==> config.mk <==
export PLATFORM = sky130hd
export DESIGN_NAME = oli_front
export DESIGN_NICKNAME = d
export VERILOG_FILES = /design/src/rtl/core/oli_pkg.sv /design/src/rtl/core/oli_front.sv
export SDC_FILE = /design/constraint.sdc
export NUM_CORES = 1
export LEC_CHECK = 0
export BUFFER_PORTS_ARGS = -buffer_cell sky130_fd_sc_hd__buf_2
export CAP_MARGIN = 20
export CORE_MARGIN = 5
export CORE_UTILIZATION = 50
export DETAILED_ROUTE_END_ITERATION = 16
export HOLD_SLACK_MARGIN = 0.02
export PLACE_DENSITY_LB_ADDON = 0.2
export SLEW_MARGIN = 20
export SYNTH_ARGS = -nofsm -noshare
export SYNTH_HDL_FRONTEND = slang
export SYNTH_SLANG_ARGS = --single-unit
==> constraint.sdc <==
create_clock -name clk -period 2.2 [get_ports clk]
set_input_delay 0 -clock clk [delete_from_list [all_inputs] [get_ports clk]]
set_output_delay 0 -clock clk [all_outputs]
set_load 0.02 [all_outputs]
==> src/rtl/core/oli_pkg.sv <==
package oli_pkg;

    // Fixed field widths and id space
    localparam int ID_W     = 10;
    localparam int ID_LIMIT = 1024;

    // Operation codes
    localparam logic [1:0] FUNC_INS_LEFT  = 2'd0;
    localparam logic [1:0] FUNC_INS_RIGHT = 2'd1;
    localparam logic [1:0] FUNC_DELETE    = 2'd2;
    localparam logic [1:0] FUNC_READ      = 2'd3;

    // Result status codes
    localparam logic [1:0] STATUS_OK     = 2'd0;
    localparam logic [1:0] STATUS_ABSENT = 2'd1;
    localparam logic [1:0] STATUS_FULL   = 2'd2;
    localparam logic [1:0] STATUS_EMPTY  = 2'd3;

    // Classified command handed from front to back
    typedef struct packed {
        logic [1:0]      func;
        logic [ID_W-1:0] ref_id;
        logic            ref_ok;   // nonzero and inside the table
    } oli_cmd_t;

    typedef struct packed {
        logic [ID_W-1:0] item_id;
        logic [1:0]      status;
        logic            last_item;
    } oli_res_t;

endpackage

==> src/rtl/core/oli_front.sv <==
module oli_front
    import oli_pkg::*;
#(
    parameter int MAX_ENTRIES = 1024
) (
    input  logic            clk,
    input  logic            rst_n,
    input  logic            push,
    output logic            full,
    input  logic [1:0]      func,
    input  logic [ID_W-1:0] ref_id,
    output logic            cmd_valid,
    output oli_cmd_t        cmd,
    input  logic            cmd_take
);

    localparam int DEPTH = (MAX_ENTRIES < ID_LIMIT) ? MAX_ENTRIES : ID_LIMIT;

    oli_cmd_t   q_reg [2];
    logic       wr_ptr_reg, wr_ptr_next;
    logic       rd_ptr_reg, rd_ptr_next;
    logic [1:0] cnt_reg, cnt_next;
    oli_cmd_t   new_cmd;
    logic       push_ok, take_ok;

    // classify on the way in: range check of the reference
    always_comb
    begin
        new_cmd.func   = func;
        new_cmd.ref_id = ref_id;
        new_cmd.ref_ok = (ref_id != '0) && ({1'b0, ref_id} < (ID_W + 1)'(DEPTH));
    end

    assign full      = (cnt_reg == 2'd2);
    assign cmd_valid = (cnt_reg != 2'd0);
    assign cmd       = q_reg[rd_ptr_reg];
    assign push_ok   = push && !full;
    assign take_ok   = cmd_take && cmd_valid;

    always_comb
    begin
        wr_ptr_next = push_ok ? !wr_ptr_reg : wr_ptr_reg;
        rd_ptr_next = take_ok ? !rd_ptr_reg : rd_ptr_reg;
        cnt_next    = cnt_reg + {1'b0, push_ok} - {1'b0, take_ok};
    end

    always_ff @(posedge clk or negedge rst_n)
    begin
        if (!rst_n)
        begin
            wr_ptr_reg <= 1'b0;
            rd_ptr_reg <= 1'b0;
            cnt_reg    <= 2'd0;
        end
        else
        begin
            wr_ptr_reg <= wr_ptr_next;
            rd_ptr_reg <= rd_ptr_next;
            cnt_reg    <= cnt_next;
        end
    end

    always_ff @(posedge clk)
    begin
        if (push_ok)
        begin
            q_reg[wr_ptr_reg] <= new_cmd;
        end
    end

endmodule

==> run metrics <==
IO Pins=31; grt ovf=0; H-tree depth=2; Crit Path Max Fanout=3; Initial Util=0.532; Finished Core Util=0.713; ys async rst share=0.133; CP arrival=1.95 ns; Die X=59.0 um; worst path cell trace=or2_4, and2_4, ha_1, inv_1, ha_1, xnor2_1, xnor2_1; initial antenna violation count=0; CTS Hold Bufs=16; Post-Synth XOR/XNOR Area=0.0292; Largest register FFs=26; top cell type by total area after synthesis=edfxtp_1; Hold Vio Cnt, Final=0; Max stage delay on crit path=0.41 ns; Leakage Power=about 0.67 nW; Remaining DRCs=0; Worst-path clk slew=0.09 ns; gp weighted congestion=0.638; first-pass GRT wire length=3210 um; top cell type's share of synthesized area=0.651; number of max-cap violations=0; Worst Setup Start Kind=flip-flop; Max-slew headroom=0.565; Crit path required time=2.44 ns; largest family of logic cells by synthesized area=multiplexers; register area share after synthesis=0.735; slowest CP cell=dfrtp_1; area of the multi-input gates=299 sq um; EDFF count, synth=26; I/O Buffers=30; die height=59.0 um; simple-gate share of the synthesized area=0.0491; die area=roughly 3500 sq um; drt initial violations=13; Layout fillers=169; pwr dens=1210 nW/um^2; synthesized cell area=1200 sq um; Synth Flop Type=edfxtp_1; vias per std cell=4.82; Hold WC Path Type=in2reg; total number of vias=699; status=finished, final reports clean; critical setup path kind=reg2reg; antenna-violating nets left=0; clock period minus worst slack=roughly 1.7 ns; CTS tree=built; final wirelength=2060 um; deepest clock path buffer count=2; CTS Root Cell=clkbuf_4; Commonest cells post-synth=edfxtp_1 (26), mux2_4 (9), dfrtp_1 (4), mux2_1 (4), xnor2_1 (3); GRT Overall Usage=0.135; RSZ-0062 raised after global routing=no; synth warn=0; top-count cell post-synth=edfxtp_1; Setup Buffers After CTS=0; Antenna diodes=0; final period utilization=0.777; register area=881 sq um; clock sink total=30; dpl ws=0.516 ns; Synth Area in Compound Gates=0; syn_area_per_cell=19.3 sq um; setup TNS=0 ns; final worst slack=around 0.49 ns; number of global-route vias before repair=721; # nets final=134; Netlist cell types=17; Yosys reg bits=30; cts bufs inserted=5; Max Fclk=~580 MHz; Worst Max-Slew Pin Slew=0.652 ns; Layout area overhead=34.1%; worst skew pair latency=~0.32 ns; multiplexer area fraction after synthesis=0.150; synth top area cells=edfxtp_1 (65%), mux2_4 (11%), dfrtp_1 (8.4%); Synth Area in Adders=0.0209; ratio of cells with drive above 1 in the final layout=0.427; peak supply drop=0.871 mV; synthesized instance count=62; Clock Skew=between 0.006 and 0.007 ns; Final Power=around 2.0 mW; Pre-antenna DRT Iters=4; Hold Worst Slack=0.399 ns; DR WL/cell=14.2 um; max-slew violations=0; row count=17; Syn Nets=80; CORE AREA=2250 sq um; post-DP HPWL=between 1000 and 1500 um; final setup fails=0; CTS resizes=0; critical path capture point type=flip-flop; largest net degree at the start of global routing=14
[kinds of logic (layout without fill, tap and decap cells)]
logic type	count (synthesis)	after routing
DFF	30	30
adders and majority gates	2	2
and+or+nand+nor	10	10
muxes	13	13
buffers and inverters	3	58
xor gates and xnor gates	4	4
[layout make-up]
class | count | share of cell area
Sequential cell | 30 | 0.548
Timing Repair Buffer | 48 | 0.202
Multi-Input combinational cell | 29 | 0.186
Clock buffer | 7 | 0.0342
Tap cell | 28 | 0.0218
Inverter | 2 | 0.00467
Clock inverter | 1 | 0.00311
[worst paths after layout]
kind | startpoint | slack [ns] | cells after the start | to
worst max-delay path | cnt_reg[1]$_DFF_PN0_ | 0.49 | 7 | cnt_reg[1]$_DFF_PN0_
worst min-delay path | func[1] | 0.40 | 2 | q_reg[0][12]$_DFFE_PP_
worst min register to register | wr_ptr_reg$_DFFE_PN0N_ | 0.53 | 1 | wr_ptr_reg$_DFFE_PN0N_
worst max register to register | cnt_reg[1]$_DFF_PN0_ | 0.49 | 7 | cnt_reg[1]$_DFF_PN0_
min in group asynchronous | rst_n | 0.59 | 3 | rd_ptr_reg$_DFFE_PN0P_
max in group asynchronous | rst_n | 1.44 | 3 | cnt_reg[1]$_DFF_PN0_
[power by group]
group	internal, mW	total, mW	leakage [nW]	switching [mW]
combinational	0.362	0.751	0.346	0.390
clock	0.155	0.325	0.0353	0.170
sequential	0.785	0.874	0.285	0.0886
[through the flow]
step	cells	cell area, sq um
finish	145	1610
global route	145	1610
CTS	145	1610
detailed placement	121	1390
global placement	121	1390
floorplan	62	1200
[layout by cell type, fill, tap and decap left out, drive strengths merged]
| cell | count |
|---|---|
| clkbuf | 7 |
| nor2 | 2 |
| dlygate4sd3 | 16 |
| inv | 2 |
| clkinv | 1 |
| nand2b | 1 |
| or2 | 1 |
| edfxtp | 26 |
| and2 | 1 |
| and3 | 1 |
| mux2 | 13 |
| nor4 | 2 |
| nand3 | 1 |
| nand2 | 1 |
| xnor2 | 3 |
| buf | 32 |
| dfrtp | 4 |
| xor2 | 1 |
| ha | 2 |
[metal layers]
layer | global-route usage | vias to the layer above | share of wire
met2 | 0.235 | 20 | 0.53
met5 | 0 | - | 0
met3 | 0.0724 | 4 | 0.067
met4 | 0.0485 | 0 | 0.014
li1 | - | 341 | -
met1 | 0.136 | 334 | 0.39
[critical path, delay by kind of cell (launching register included)]
kind	cells	cell delay (ns)
XOR/XNOR	2	0.31
flip-flops	1	0.41
adder cells (fa/ha/maj)	2	0.44
buffers and inverters	1	0.04
AND/OR/NAND/NOR	2	0.42
(Power assumes the default switching activity.)
